--- config.mk ---
export PLATFORM = sky130hd
export DESIGN_NAME = ups_load_protection_controller_top
export DESIGN_NICKNAME = d
export VERILOG_FILES = /design/src/rtl/ulpc_pkg.sv /design/src/rtl/ups_load_protection_controller_top.sv
export SDC_FILE = /design/constraint.sdc
export NUM_CORES = 1
export LEC_CHECK = 0
export BUFFER_PORTS_ARGS = -buffer_cell sky130_fd_sc_hd__buf_2
export CORE_MARGIN = 2
export CORE_UTILIZATION = 47
export DETAILED_ROUTE_END_ITERATION = 8
export PLACE_DENSITY = 0.71
export REMOVE_ABC_BUFFERS = 1
export SETUP_SLACK_MARGIN = 0.5
export SYNTH_ARGS = -nofsm -noshare
export SYNTH_HDL_FRONTEND = slang
export SYNTH_SLANG_ARGS = --single-unit
--- constraint.sdc ---
create_clock -name clk -period 11.3 [get_ports clk]
set_clock_uncertainty 0.1 [all_clocks]
set_input_delay 1.695 -clock clk [delete_from_list [all_inputs] [get_ports clk]]
set_output_delay 1.695 -clock clk [all_outputs]
set_load 0.05 [all_outputs]
--- src/rtl/ulpc_pkg.sv ---
// Shared types, constants and helper functions for the UPS load protection controller.
// Depends on nothing; the top level takes everything from here.
package ulpc_pkg;

  // Command codes of an input item
  typedef enum logic [1:0] {
    CMD_MEASURE = 2'd0,
    CMD_RESTART = 2'd1,
    CMD_TICK    = 2'd2
  } cmd_t;

  // Power-cycle phase
  typedef enum logic [1:0] {
    PH_IDLE     = 2'd0,
    PH_WAIT_CUT = 2'd1,
    PH_HOLD_OFF = 2'd2
  } phase_t;

  // Restart request status
  typedef enum logic [2:0] {
    ST_ACCEPTED  = 3'd0,
    ST_NO_TARGET = 3'd1,
    ST_BUSY      = 3'd2,
    ST_MODE_OFF  = 3'd3,
    ST_BATT_LOW  = 3'd4,
    ST_NO_REQ    = 3'd5
  } status_t;

  // Battery level codes
  typedef enum logic [1:0] {
    LVL_OK       = 2'd0,
    LVL_WARNING  = 2'd1,
    LVL_CRITICAL = 2'd2
  } level_t;

  // Configuration register indexes
  typedef enum logic [2:0] {
    CFG_BATT_CUTOFF  = 3'd0,
    CFG_BATT_WARN    = 3'd1,
    CFG_BATT_RESTORE = 3'd2,
    CFG_GRID_OFF     = 3'd3,
    CFG_GRID_ON      = 3'd4,
    CFG_GRID_DEBOUNCE = 3'd5,
    CFG_LOAD_MODES   = 3'd6
  } cfg_idx_t;

  // Channel mode that forces a channel off
  localparam logic [1:0] MODE_OFF = 2'd2;

  // Channel positions in a target or mode field
  localparam int CH_ROUTER = 0;
  localparam int CH_ONT    = 1;

  // Event flag bit positions
  localparam int EV_GRID_BACK  = 0;
  localparam int EV_GRID_LOST  = 1;
  localparam int EV_DISCONNECT = 2;
  localparam int EV_BATT_WARN  = 3;

  // Timing and margin constants
  localparam logic [31:0] OFF_HOLD_MS         = 32'd5000;
  localparam logic [31:0] MANUAL_DELAY_MS     = 32'd1000;
  localparam logic [31:0] AUTO_DELAY_MS       = 32'd250;
  localparam logic [16:0] WARN_CLEAR_MARGIN_MV = 17'd300;

  // Reset values of the configuration registers
  localparam logic [15:0] RST_BATT_CUTOFF   = 16'd11000;
  localparam logic [15:0] RST_BATT_WARN     = 16'd11800;
  localparam logic [15:0] RST_BATT_RESTORE  = 16'd12400;
  localparam logic [15:0] RST_GRID_OFF      = 16'd18000;
  localparam logic [15:0] RST_GRID_ON       = 16'd20000;
  localparam logic [15:0] RST_GRID_DEBOUNCE = 16'd2000;

  // True when the two-bit mode of a channel forces it off
  function automatic logic mode_off(input logic [3:0] modes, input int ch);
    logic [1:0] m;
    m = (ch == CH_ONT) ? modes[3:2] : modes[1:0];
    return (m == MODE_OFF);
  endfunction

  // Battery check with restore hysteresis while the disconnect is latched
  function automatic logic batt_allows(input logic lvd, input logic [15:0] vb,
                                       input logic [15:0] cutoff,
                                       input logic [15:0] restore);
    return lvd ? (vb >= restore) : (vb > cutoff);
  endfunction

endpackage

--- src/rtl/ups_load_protection_controller_top.sv ---
// Top level of the two-channel UPS load protection controller.
// Depends on ulpc_pkg for types, codes, constants and helper functions.

// The block takes one item per clock cycle while in_stall is low and returns
// exactly one result per item: the item is first captured in an input
// register, all decisions (power-cycle deadline, grid hysteresis and
// debounce, outage timing, low-voltage disconnect, channel modes, warning)
// are made in one pass of compare-and-select logic, and the result lands in
// an output register together with the updated controller state. in_stall
// rises only when both registers hold items and out_stall is high.
// cfg_ready is always high; write configuration only while no item is in
// flight. A write to index 7 is accepted and ignored.
module ups_load_protection_controller_top (
  input  logic                    clk,
  input  logic                    rst_n,
  // input channel
  input  logic                    in_valid,
  output logic                    in_stall,
  input  logic [1:0]              in_command,
  input  logic [31:0]             in_now_ms,
  input  logic [15:0]             in_vbatt_mv,
  input  logic [15:0]             in_vgrid_mv,
  input  logic [1:0]              in_target,
  input  logic                    in_automatic_req,
  // result channel
  output logic                    out_valid,
  input  logic                    out_stall,
  output logic                    out_router_on,
  output logic                    out_ont_on,
  output logic                    out_grid_ok,
  output logic [1:0]              out_battery_level,
  output logic                    out_disconnect_active,
  output logic [1:0]              out_cycle_phase,
  output logic [2:0]              out_request_status,
  output logic [3:0]              out_event_flags,
  output logic [31:0]             out_outage_total,
  output logic [31:0]             out_last_outage_ms,
  output logic                    out_recheck_network,
  // configuration channel
  input  logic                    cfg_valid,
  output logic                    cfg_ready,
  input  logic [2:0]              cfg_index,
  input  logic [15:0]             cfg_data
);
  import ulpc_pkg::*;

  // ---------------------------------------------------------------- config
  logic [15:0] batt_cutoff_r, batt_warn_r, batt_restore_r;
  logic [15:0] grid_off_r, grid_on_r, grid_debounce_r;
  logic [3:0]  load_modes_r;

  assign cfg_ready = 1'b1;

  // Write one configuration register per handshake
  always_ff @(posedge clk) begin
    if (!rst_n) begin
      batt_cutoff_r   <= RST_BATT_CUTOFF;
      batt_warn_r     <= RST_BATT_WARN;
      batt_restore_r  <= RST_BATT_RESTORE;
      grid_off_r      <= RST_GRID_OFF;
      grid_on_r       <= RST_GRID_ON;
      grid_debounce_r <= RST_GRID_DEBOUNCE;
      load_modes_r    <= 4'd0;
    end else if (cfg_valid && cfg_ready) begin
      case (cfg_index)
        CFG_BATT_CUTOFF:   batt_cutoff_r   <= cfg_data;
        CFG_BATT_WARN:     batt_warn_r     <= cfg_data;
        CFG_BATT_RESTORE:  batt_restore_r  <= cfg_data;
        CFG_GRID_OFF:      grid_off_r      <= cfg_data;
        CFG_GRID_ON:       grid_on_r       <= cfg_data;
        CFG_GRID_DEBOUNCE: grid_debounce_r <= cfg_data;
        CFG_LOAD_MODES:    load_modes_r    <= cfg_data[3:0];
        default: ;
      endcase
    end
  end

  // ---------------------------------------------------------- handshake
  logic        s1_valid_r;
  logic [1:0]  s1_command_r;
  logic [31:0] s1_now_r;
  logic [15:0] s1_vbatt_r, s1_vgrid_r;
  logic [1:0]  s1_target_r;
  logic        s1_auto_r;
  logic        out_valid_r;
  logic        out_free, s1_fire, in_fire;

  assign out_free = !out_valid_r || !out_stall;
  assign s1_fire  = s1_valid_r && out_free;
  assign in_stall = s1_valid_r && !out_free;
  assign in_fire  = in_valid && !in_stall;

  // Capture an item whenever the input register is free or draining
  always_ff @(posedge clk) begin
    if (!rst_n) begin
      s1_valid_r <= 1'b0;
    end else if (!in_stall) begin
      s1_valid_r <= in_valid;
    end
  end

  always_ff @(posedge clk) begin
    if (in_fire) begin
      s1_command_r <= in_command;
      s1_now_r     <= in_now_ms;
      s1_vbatt_r   <= in_vbatt_mv;
      s1_vgrid_r   <= in_vgrid_mv;
      s1_target_r  <= in_target;
      s1_auto_r    <= in_automatic_req;
    end
  end

  // --------------------------------------------------------------- state
  logic        router_en_r, router_en_nxt;
  logic        ont_en_r, ont_en_nxt;
  logic        grid_present_r, grid_present_nxt;
  logic        grid_cand_r, grid_cand_nxt;
  logic [31:0] grid_change_r, grid_change_nxt;
  logic        lvd_r, lvd_nxt;
  logic        warn_sent_r, warn_sent_nxt;
  logic [15:0] last_batt_r, last_batt_nxt;
  logic        outage_run_r, outage_run_nxt;
  logic [31:0] outage_start_r, outage_start_nxt;
  logic [31:0] outage_count_r, outage_count_nxt;
  logic [31:0] outage_dur_r, outage_dur_nxt;
  phase_t      cyc_state_r, cyc_state_nxt;
  logic [1:0]  cyc_target_r, cyc_target_nxt;
  logic [31:0] cyc_deadline_r, cyc_deadline_nxt;
  logic        cyc_auto_r, cyc_auto_nxt;

  // Per-item results
  status_t     status_nxt;
  logic [3:0]  ev_nxt;
  logic        recheck_nxt;
  level_t      level_nxt;

  // Intermediate values of the single pass
  logic [31:0] dl_diff;
  logic [31:0] grid_age;
  logic        grid_meas;
  logic        act;
  logic [16:0] warn_clear;

  // One pass over the item: deadline check, then measurement or restart
  always_comb begin
    router_en_nxt    = router_en_r;
    ont_en_nxt       = ont_en_r;
    grid_present_nxt = grid_present_r;
    grid_cand_nxt    = grid_cand_r;
    grid_change_nxt  = grid_change_r;
    lvd_nxt          = lvd_r;
    warn_sent_nxt    = warn_sent_r;
    last_batt_nxt    = last_batt_r;
    outage_run_nxt   = outage_run_r;
    outage_start_nxt = outage_start_r;
    outage_count_nxt = outage_count_r;
    outage_dur_nxt   = outage_dur_r;
    cyc_state_nxt    = cyc_state_r;
    cyc_target_nxt   = cyc_target_r;
    cyc_deadline_nxt = cyc_deadline_r;
    cyc_auto_nxt     = cyc_auto_r;
    status_nxt       = ST_NO_REQ;
    ev_nxt           = 4'd0;
    recheck_nxt      = 1'b0;
    grid_meas        = 1'b0;
    grid_age         = 32'd0;
    act              = 1'b1;
    warn_clear       = {1'b0, batt_warn_r} + WARN_CLEAR_MARGIN_MV;

    // Power-cycle deadline: cut the targets, or end the hold and restore them or latch the disconnect
    dl_diff = s1_now_r - cyc_deadline_r;
    if (cyc_state_r != PH_IDLE && !dl_diff[31]) begin
      if (cyc_state_r == PH_WAIT_CUT) begin
        if (cyc_target_r[CH_ROUTER]) router_en_nxt = 1'b0;
        if (cyc_target_r[CH_ONT])    ont_en_nxt    = 1'b0;
        cyc_state_nxt    = PH_HOLD_OFF;
        cyc_deadline_nxt = s1_now_r + OFF_HOLD_MS;
      end else begin
        cyc_state_nxt  = PH_IDLE;
        cyc_target_nxt = 2'd0;
        cyc_auto_nxt   = 1'b0;
        if (!(grid_present_r ||
              batt_allows(lvd_r, last_batt_r, batt_cutoff_r, batt_restore_r))) begin
          lvd_nxt = 1'b1;
        end else begin
          if (cyc_target_r[CH_ROUTER] && !mode_off(load_modes_r, CH_ROUTER))
            router_en_nxt = 1'b1;
          if (cyc_target_r[CH_ONT] && !mode_off(load_modes_r, CH_ONT))
            ont_en_nxt = 1'b1;
          lvd_nxt     = 1'b0;
          recheck_nxt = 1'b1;
        end
      end
    end

    case (s1_command_r)
      CMD_MEASURE: begin
        last_batt_nxt = s1_vbatt_r;
        // Grid presence with voltage hysteresis and debounce
        grid_meas = grid_present_nxt ? (s1_vgrid_r > grid_off_r) : (s1_vgrid_r > grid_on_r);
        if (grid_meas != grid_cand_nxt) begin
          grid_cand_nxt   = grid_meas;
          grid_change_nxt = s1_now_r;
        end
        grid_age = s1_now_r - grid_change_nxt;
        if (grid_meas != grid_present_nxt && grid_age > {16'd0, grid_debounce_r}) begin
          grid_present_nxt = grid_meas;
          if (grid_meas) begin
            if (outage_run_nxt) begin
              outage_dur_nxt = s1_now_r - outage_start_nxt;
              outage_run_nxt = 1'b0;
            end
            lvd_nxt = 1'b0;
            if (cyc_state_nxt == PH_IDLE) begin
              if (!mode_off(load_modes_r, CH_ROUTER)) router_en_nxt = 1'b1;
              if (!mode_off(load_modes_r, CH_ONT))    ont_en_nxt    = 1'b1;
            end
            warn_sent_nxt = 1'b0;
            ev_nxt[EV_GRID_BACK] = 1'b1;
          end else begin
            outage_start_nxt = s1_now_r;
            outage_run_nxt   = 1'b1;
            outage_count_nxt = outage_count_nxt + 32'd1;
            ev_nxt[EV_GRID_LOST] = 1'b1;
          end
        end
        // Shed loads on a low battery without grid
        if (!grid_present_nxt && !lvd_nxt && s1_vbatt_r <= batt_cutoff_r &&
            (router_en_nxt || ont_en_nxt) && cyc_state_nxt == PH_IDLE) begin
          router_en_nxt = 1'b0;
          ont_en_nxt    = 1'b0;
          lvd_nxt       = 1'b1;
          ev_nxt[EV_DISCONNECT] = 1'b1;
        end
        // Apply channel modes outside a power cycle
        if (cyc_state_nxt == PH_IDLE) begin
          if (grid_present_nxt) begin
            lvd_nxt = 1'b0;
          end else if (lvd_nxt) begin
            if (s1_vbatt_r >= batt_restore_r) lvd_nxt = 1'b0;
            else act = 1'b0;
          end
          if (act) begin
            router_en_nxt = !mode_off(load_modes_r, CH_ROUTER) && (grid_present_nxt ||
                            batt_allows(lvd_nxt, s1_vbatt_r, batt_cutoff_r, batt_restore_r));
            ont_en_nxt    = !mode_off(load_modes_r, CH_ONT) && (grid_present_nxt ||
                            batt_allows(lvd_nxt, s1_vbatt_r, batt_cutoff_r, batt_restore_r));
          end
        end
        // Raise the low-battery warning once, clear it with margin
        if (!grid_present_nxt && (router_en_nxt || ont_en_nxt) &&
            s1_vbatt_r <= batt_warn_r && !warn_sent_nxt) begin
          warn_sent_nxt = 1'b1;
          ev_nxt[EV_BATT_WARN] = 1'b1;
        end
        if ({1'b0, s1_vbatt_r} > warn_clear) warn_sent_nxt = 1'b0;
      end
      CMD_RESTART: begin
        if (s1_target_r == 2'd0) begin
          status_nxt = ST_NO_TARGET;
        end else if (cyc_state_nxt != PH_IDLE) begin
          status_nxt = ST_BUSY;
        end else if ((s1_target_r[CH_ROUTER] && mode_off(load_modes_r, CH_ROUTER)) ||
                     (s1_target_r[CH_ONT] && mode_off(load_modes_r, CH_ONT))) begin
          status_nxt = ST_MODE_OFF;
        end else if (!(grid_present_nxt ||
                       batt_allows(lvd_nxt, last_batt_nxt, batt_cutoff_r,
                                   batt_restore_r))) begin
          status_nxt = ST_BATT_LOW;
        end else begin
          cyc_auto_nxt     = s1_auto_r;
          cyc_target_nxt   = s1_target_r;
          cyc_state_nxt    = PH_WAIT_CUT;
          cyc_deadline_nxt = s1_now_r + (s1_auto_r ? AUTO_DELAY_MS : MANUAL_DELAY_MS);
          status_nxt       = ST_ACCEPTED;
        end
      end
      default: ;
    endcase

    // Battery level from the latest measurement
    if (last_batt_nxt <= batt_cutoff_r)   level_nxt = LVL_CRITICAL;
    else if (last_batt_nxt <= batt_warn_r) level_nxt = LVL_WARNING;
    else                                   level_nxt = LVL_OK;
  end

  // Advance controller state once per item
  always_ff @(posedge clk) begin
    if (!rst_n) begin
      router_en_r    <= 1'b0;
      ont_en_r       <= 1'b0;
      grid_present_r <= 1'b1;
      grid_cand_r    <= 1'b1;
      grid_change_r  <= 32'd0;
      lvd_r          <= 1'b0;
      warn_sent_r    <= 1'b0;
      last_batt_r    <= 16'd0;
      outage_run_r   <= 1'b0;
      outage_start_r <= 32'd0;
      outage_count_r <= 32'd0;
      outage_dur_r   <= 32'd0;
      cyc_state_r    <= PH_IDLE;
      cyc_target_r   <= 2'd0;
      cyc_deadline_r <= 32'd0;
      cyc_auto_r     <= 1'b0;
    end else if (s1_fire) begin
      router_en_r    <= router_en_nxt;
      ont_en_r       <= ont_en_nxt;
      grid_present_r <= grid_present_nxt;
      grid_cand_r    <= grid_cand_nxt;
      grid_change_r  <= grid_change_nxt;
      lvd_r          <= lvd_nxt;
      warn_sent_r    <= warn_sent_nxt;
      last_batt_r    <= last_batt_nxt;
      outage_run_r   <= outage_run_nxt;
      outage_start_r <= outage_start_nxt;
      outage_count_r <= outage_count_nxt;
      outage_dur_r   <= outage_dur_nxt;
      cyc_state_r    <= cyc_state_nxt;
      cyc_target_r   <= cyc_target_nxt;
      cyc_deadline_r <= cyc_deadline_nxt;
      cyc_auto_r     <= cyc_auto_nxt;
    end
  end

  // ------------------------------------------------------------- result
  logic        out_router_on_r, out_ont_on_r, out_grid_ok_r;
  level_t      out_level_r;
  logic        out_disc_r;
  phase_t      out_phase_r;
  status_t     out_status_r;
  logic [3:0]  out_events_r;
  logic [31:0] out_total_r, out_last_r;
  logic        out_recheck_r;

  // Hold the result while stalled, load it when the item moves on
  always_ff @(posedge clk) begin
    if (!rst_n) begin
      out_valid_r <= 1'b0;
    end else if (out_free) begin
      out_valid_r <= s1_valid_r;
    end
  end

  always_ff @(posedge clk) begin
    if (s1_fire) begin
      out_router_on_r <= router_en_nxt;
      out_ont_on_r    <= ont_en_nxt;
      out_grid_ok_r   <= grid_present_nxt;
      out_level_r     <= level_nxt;
      out_disc_r      <= lvd_nxt;
      out_phase_r     <= cyc_state_nxt;
      out_status_r    <= status_nxt;
      out_events_r    <= ev_nxt;
      out_total_r     <= outage_count_nxt;
      out_last_r      <= outage_dur_nxt;
      out_recheck_r   <= recheck_nxt;
    end
  end

  assign out_valid             = out_valid_r;
  assign out_router_on         = out_router_on_r;
  assign out_ont_on            = out_ont_on_r;
  assign out_grid_ok           = out_grid_ok_r;
  assign out_battery_level     = out_level_r;
  assign out_disconnect_active = out_disc_r;
  assign out_cycle_phase       = out_phase_r;
  assign out_request_status    = out_status_r;
  assign out_event_flags       = out_events_r;
  assign out_outage_total      = out_total_r;
  assign out_last_outage_ms    = out_last_r;
  assign out_recheck_network   = out_recheck_r;

  // ---------------------------------------------------------- assertions
  // An idle power cycle carries no target
  a_idle_no_target: assert property (@(posedge clk) disable iff (!rst_n)
    (cyc_state_r == PH_IDLE) |-> (cyc_target_r == 2'd0))
    else $error("idle power cycle with a target");

  // A finished cycle leaves the hold phase; a restart in the same item may
  // open a new wait phase
  a_recheck_idle: assert property (@(posedge clk) disable iff (!rst_n)
    (out_valid_r && out_recheck_r) |-> (out_phase_r != PH_HOLD_OFF))
    else $error("recheck reported in hold phase");

  // The outage count moves only with a grid-lost event
  a_outage_count: assert property (@(posedge clk) disable iff (!rst_n)
    (s1_fire && !ev_nxt[EV_GRID_LOST]) |=> (outage_count_r == $past(outage_count_r)))
    else $error("outage count changed without grid loss");

  // An item waiting on a full output stays in the input register
  a_s1_hold: assert property (@(posedge clk) disable iff (!rst_n)
    (s1_valid_r && !out_free) |=> (s1_valid_r && $stable(s1_now_r)))
    else $error("input register lost a stalled item");

  // Grid events agree with the reported presence
  a_grid_event: assert property (@(posedge clk) disable iff (!rst_n)
    out_valid_r |-> ((!out_events_r[EV_GRID_BACK] || out_grid_ok_r) &&
                     (!out_events_r[EV_GRID_LOST] || !out_grid_ok_r)))
    else $error("grid event disagrees with grid presence");

endmodule
==> results of run 1 <==
[per-stage QoR]
step	utilization [%]	total power [uW]	hold slack (ns)
6_report	53.0	4050	0.348
5_1_grt	53.0	4230	0.368
4_1_cts	53.0	4080	0.352
3_5_place_dp	50.2	2510	0.343
3_3_place_gp	50.2	2500	0.336
2_1_floorplan	-	2300	0.326
[cell type report]
class                      instances  area, um2
clock buffer                      70       1390
timing repair buffer             189        986
clock inverter                    18        165
multi-input combinational       2339      15500
inverter                         204        773
sequential                       438      10300
tap                              756        946
fill                            5272      26700
[synthesized netlist by cell type, types with 72 or more instances]
| cell | n |
|---|---|
| nand2_1 | 462 |
| dfxtp_1 | 289 |
| ha_1 | 271 |
| a21oi_1 | 265 |
| nor2_1 | 237 |
| inv_1 | 203 |
| edfxtp_1 | 149 |
| clkbuf_1 | 131 |
| o21ai_0 | 126 |
| xnor2_1 | 99 |
| nand3_1 | 93 |
| a21o_1 | 73 |
| mux2i_1 | 72 |
[state kept, by name, indices dropped and copies added, names as in the netlist, 32 cells and up]
name and cells:
out_outage_total 32, outage_count_r 32, out_last_outage_ms 32, grid_change_r 32, outage_dur_r 32, cyc_deadline_r 32, outage_start_r 32, s1_now_r 32
[worst paths after layout]
check / from / depth (start not counted) / endpoint / slack (ns)
max reg2reg: s1_vgrid_r[1]$_DFFE_PP_ / 33 / outage_start_r[31]$_SDFFE_PN0P_ / 1.33
max: s1_vgrid_r[1]$_DFFE_PP_ / 33 / outage_start_r[31]$_SDFFE_PN0P_ / 1.33
min reg2reg: outage_dur_r[26]$_SDFFE_PN0P_ / 2 / outage_dur_r[26]$_SDFFE_PN0P_ / 0.35
min: outage_dur_r[26]$_SDFFE_PN0P_ / 2 / outage_dur_r[26]$_SDFFE_PN0P_ / 0.35
[worst register-to-register path, delay by kind of cell (launching register included)]
kind	cells	cell delay (ns)
compound gates	14	2.98
xor+xnor	2	0.72
mux	3	0.95
simple gates	11	3.81
flops	1	0.40
fa+ha+maj	3	0.88
[per-layer routing]
metal,vias up,wire [um],GRT usage (%)
met4,0,1650,6.67
li1,11300,-,-
met5,-,0,0
met1,10500,32000,31.2
met2,575,31700,37.6
met3,105,4120,3.29
[cells by family (layout without fill, tap and decap cells)]
group,Yosys count,count (layout),share of synthesized area (%)
DFF,438,438,37.9
other,1,1,0.0138
adders and majority gates,275,275,12.7
AOI/OAI and AO/OA,730,730,17.1
buffers and inverters,354,481,5.04
xor gates and xnor gates,147,147,4.78
and+or+nand+nor,1083,1083,18.4
muxes,103,103,3.97
[report_power, final]
group	internal [uW]	switching, uW	total, uW
logic	277	470	747
registers	1680	54.8	1740
clock network	900	665	1570
==> results.cfg, run 1 <==
[power]
p_leak_uw = 0.0122
powerDensity_nw_per_um2 = 135
peakVddDrop_mv = 0.126

[timing]
drv_slew = 0
hold_viol = 0
finalWorstSetupSlack_ns = 1.33
setup_viol = 0
fin_setup_tns_ns = 0
maxSlewHeadroom_pct = 27.0
worst_pin_slew_ns = 1.10
rsz0062_at_grt = no
period_share_pct = 88.3
fmax_mhz = 100
fin_crit_ns = 9.97

[worst_setup_path]
cpPeakStageDelay_ns = 0.90
cp_top_family = simple AND/OR/NAND/NOR gates
cp.arrival_ns = 10.32
crit_buf_inv = 0
path_max_fanout = 37
cp-end-kind = register
crit_required_ns = 11.64
critPathKind = register to register
crit_path_start_kind = register
critPathSlowestCell = or3_2

[layout]
mostFrequentLayoutCell = nand2_1
area_growth_pct = 10.9
final_nets = 3586
n_antenna_cell = 0
final_cell_mix = nand2_1, dfxtp_1, ha_1
stdcell_area_um2 = 30000
instances_no_fill = 4014
post_route_cells_drive_above_1_share_pct = 10.6

[floorplan]
rows = 87
start_util_pct = 47.8
boundaryPins = 176
coreArea_um2 = 56700
dieHeight_um = 244
die_x_um = 244
dieArea_um2 = 59600

[clocking]
cts.clk_slew.worst_paths_ns = 0.06
clockRootBuffer = clkbuf_16
cts_resized = 0
holdBufCountCts = 0
clockBufferDepth = 3
cts_sinks = 438
numCtsBuffers = 48
cts_tree = yes
clk_latency_ns = 0.60
post_cts_buffers = 0
htreeDepth = 2

[synthesis]
synth.area.top_cells = dfxtp_1, edfxtp_1, ha_1
synth.distinct_cells = 95
synthCells = 3131
ys_seq_area_share_pct = 37.9
ys_ff_latch = 438
yosysTopAreaCellShare_pct = 21.4
synth.avg_cell_area_um2 = 8.65
synth_top_cell_by_area = dfxtp_1
synth_area_um2 = 27100
synth_flop_cell = dfxtp_1
synth_warnings = 0
synth_edf_count = 149
async_flop_share_pct = 0

[run_status]
status = completed

[grt]
grt-ovfl-total = 0
grt_start_max_net_pins = 117
grt_pass1_vias = 20800
grt_pass1_wl_um = 111000
globalRouteTotalUtil_pct = 22.9
antenna_found_initial = 0

[placement]
io_buffers = 174
placed_cell_area_um2 = 28500
dp_hpwl_um = 49400
dpl.cell_count = 3926
dp_slack_ns = 1.50
place.gp.congestion = 0.918

[detailed_routing]
drtPass1Iterations = 5
routedWlPerCell_um = 17.3
ant_nets = 0
drc = 0
vias = 22500
vias_per_cell = 5.60
routed_wirelength_um = 69400
drtIter0Drc = 1443

[flow_run]
maxCapViolations = 0

[worst_hold_path]
hold_path_class = register to register
(Power assumes the default switching activity.)
==> run 2: changes to the inputs <==
--- a/config.mk
+++ b/config.mk
@@ -6,12 +6,15 @@
 export NUM_CORES = 1
 export LEC_CHECK = 0
 export BUFFER_PORTS_ARGS = -buffer_cell sky130_fd_sc_hd__buf_2
+export CELL_PAD_IN_SITES_DETAIL_PLACEMENT = 0
+export CELL_PAD_IN_SITES_GLOBAL_PLACEMENT = 2
 export CORE_MARGIN = 2
-export CORE_UTILIZATION = 47
+export CORE_UTILIZATION = 38
 export DETAILED_ROUTE_END_ITERATION = 8
-export PLACE_DENSITY = 0.71
+export PLACE_DENSITY = 0.87
 export REMOVE_ABC_BUFFERS = 1
 export SETUP_SLACK_MARGIN = 0.5
 export SYNTH_ARGS = -nofsm -noshare
 export SYNTH_HDL_FRONTEND = slang
 export SYNTH_SLANG_ARGS = --single-unit
+export TNS_END_PERCENT = 10
==> results.cfg, run 2 (synthesis gave the netlist of run 1 again) <==
[grt]
globalRouteTotalUtil_pct = 20.5
grt-ovfl-total = 0
grt_pass1_wl_um = 122000
antenna_found_initial = 5
grt_pass1_vias = 21900
grt_start_max_net_pins = 81

[power]
seq_power_share_pct = 41.1
combPwrFrac_pct = 18.3
p_sw_uw = 1250
p_leak_uw = 0.0123
powerDensity_nw_per_um2 = 139
peakVddDrop_mv = 0.126
p_int_uw = 2980
clkPwrFrac_pct = 40.7
swShare_pct = 29.5

[floorplan]
dieArea_um2 = 73400
start_util_pct = 38.5
coreArea_um2 = 70300
rows = 97
die_x_um = 271
dieHeight_um = 271
boundaryPins = 176

[timing]
whs_ns = 0.348
fin_crit_ns = 10.13
setup_viol = 0
rsz0062_at_grt = yes
fin_setup_tns_ns = 0
drv_slew = 0
hold_viol = 0
worst_pin_slew_ns = 1.17
maxSlewHeadroom_pct = 22.3
fmax_mhz = 98.7
period_share_pct = 89.6

[layout]
area_growth_pct = 12.5
post_route_cells_drive_above_1_share_pct = 10.9
instances_no_fill = 4211
final_nets = 3593
final_cell_mix = nand2_1, dfxtp_1, ha_1
n_antenna_cell = 0
mostFrequentLayoutCell = nand2_1
post-route-util_pct = 43.4

[clocking]
numCtsBuffers = 52
clockBufferDepth = 3
post_cts_buffers = 0
clk_latency_ns = 0.61
cts_resized = 0
cts_tree = yes
cts_sinks = 438
cts.clk_slew.worst_paths_ns = 0.06
htreeDepth = 2
holdBufCountCts = 0
clockRootBuffer = clkbuf_16

[worst_setup_path]
critPathSlowestCell = or3_2
cp-end-kind = register
crit_path_start_kind = register
cp.arrival_ns = 10.48
reg2reg_from = s1_vgrid_r[10]$_DFFE_PP_
startpoint = s1_vgrid_r[10]$_DFFE_PP_
crit_required_ns = 11.65
critPathKind = register to register
path_max_fanout = 37
cpPeakStageDelay_ns = 0.89

[detailed_routing]
drtPass1Iterations = 5
ant_nets = 0
vias = 22700
routed_wirelength_um = 77500
drtIter0Drc = 1390
routedWlPerCell_um = 18.4
drc = 0
vias_per_cell = 5.39

[worst_hold_path]
min_from = outage_dur_r[26]$_SDFFE_PN0P_
hold_path_class = register to register

[flow_run]
maxCapViolations = 0

[run_status]
status = completed

[placement]
dp_hpwl_um = 56200
io_buffers = 174
dpl.cell_count = 4112
place.gp.congestion = 0.918
==> run 2: cell types whose count changed in the layout (fill, tap and decap cells not counted), moves of 2 or more <==
cell | before | now
clkbuf_16 | 50 | 55
bufinv_16 | 2 | 5
clkbuf_8 | 6 | 2
buf_4 | 16 | 18
clkinv_2 | 7 | 11
clkinv_1 | 3 | 6
inv_6 | 1 | 5
clkinv_4 | 2 | 0
==> run 2: final timing paths <==
check	depth (start not counted)	slack (ns)	endpoint
max	34	1.17	outage_start_r[29]$_SDFFE_PN0P_
min	2	0.35	outage_dur_r[26]$_SDFFE_PN0P_
max reg2reg	34	1.17	outage_start_r[29]$_SDFFE_PN0P_
min reg2reg	2	0.35	outage_dur_r[26]$_SDFFE_PN0P_
==> run 2: power by group through the flow <==
stage          Combinational, uW  Clock, uW  Sequential [uW]
2_1_floorplan                501          0             1790
3_3_place_gp                 754          0             1770
3_5_place_dp                 766          0             1770
4_1_cts                      771       1760             1730
5_1_grt                      857       1820             1740
6_report                     771       1720             1730
==> run 2: layout make-up <==
type | instances | area, um2
fill | 6900 | 39800
timing repair buffer | 191 | 1000
tap | 940 | 1180
inverter | 204 | 773
multi-input combinational | 2340 | 15500
clock buffer | 70 | 1450
sequential | 438 | 10300
clock inverter | 28 | 278
==> run 2: worst max-delay path: cells and delay by family, from the launching register on <==
kind	cells	cell delay, ns
compound gates	13	2.81
xor+xnor	2	0.73
flops	1	0.41
simple gates	13	4.19
mux	2	0.58
fa+ha+maj	4	1.10
==> run 2: through the flow <==
stage	cell area, um2	power, uW	setup WS (ns)
floorplan	26500	2300	0.0144
global placement	28700	2520	1.35
detailed placement	28700	2530	1.24
CTS	30500	4270	1.21
global route	30500	4420	0.443
finish	30500	4220	1.17
==> run 2: per-layer routing <==
metal,GRT usage (%),vias up,part of all wire (%)
met2,34.6,535,47
li1,-,11300,-
met3,2.55,116,4.5
met5,0,-,0
met1,27.6,10800,46
met4,5.64,0,2.4
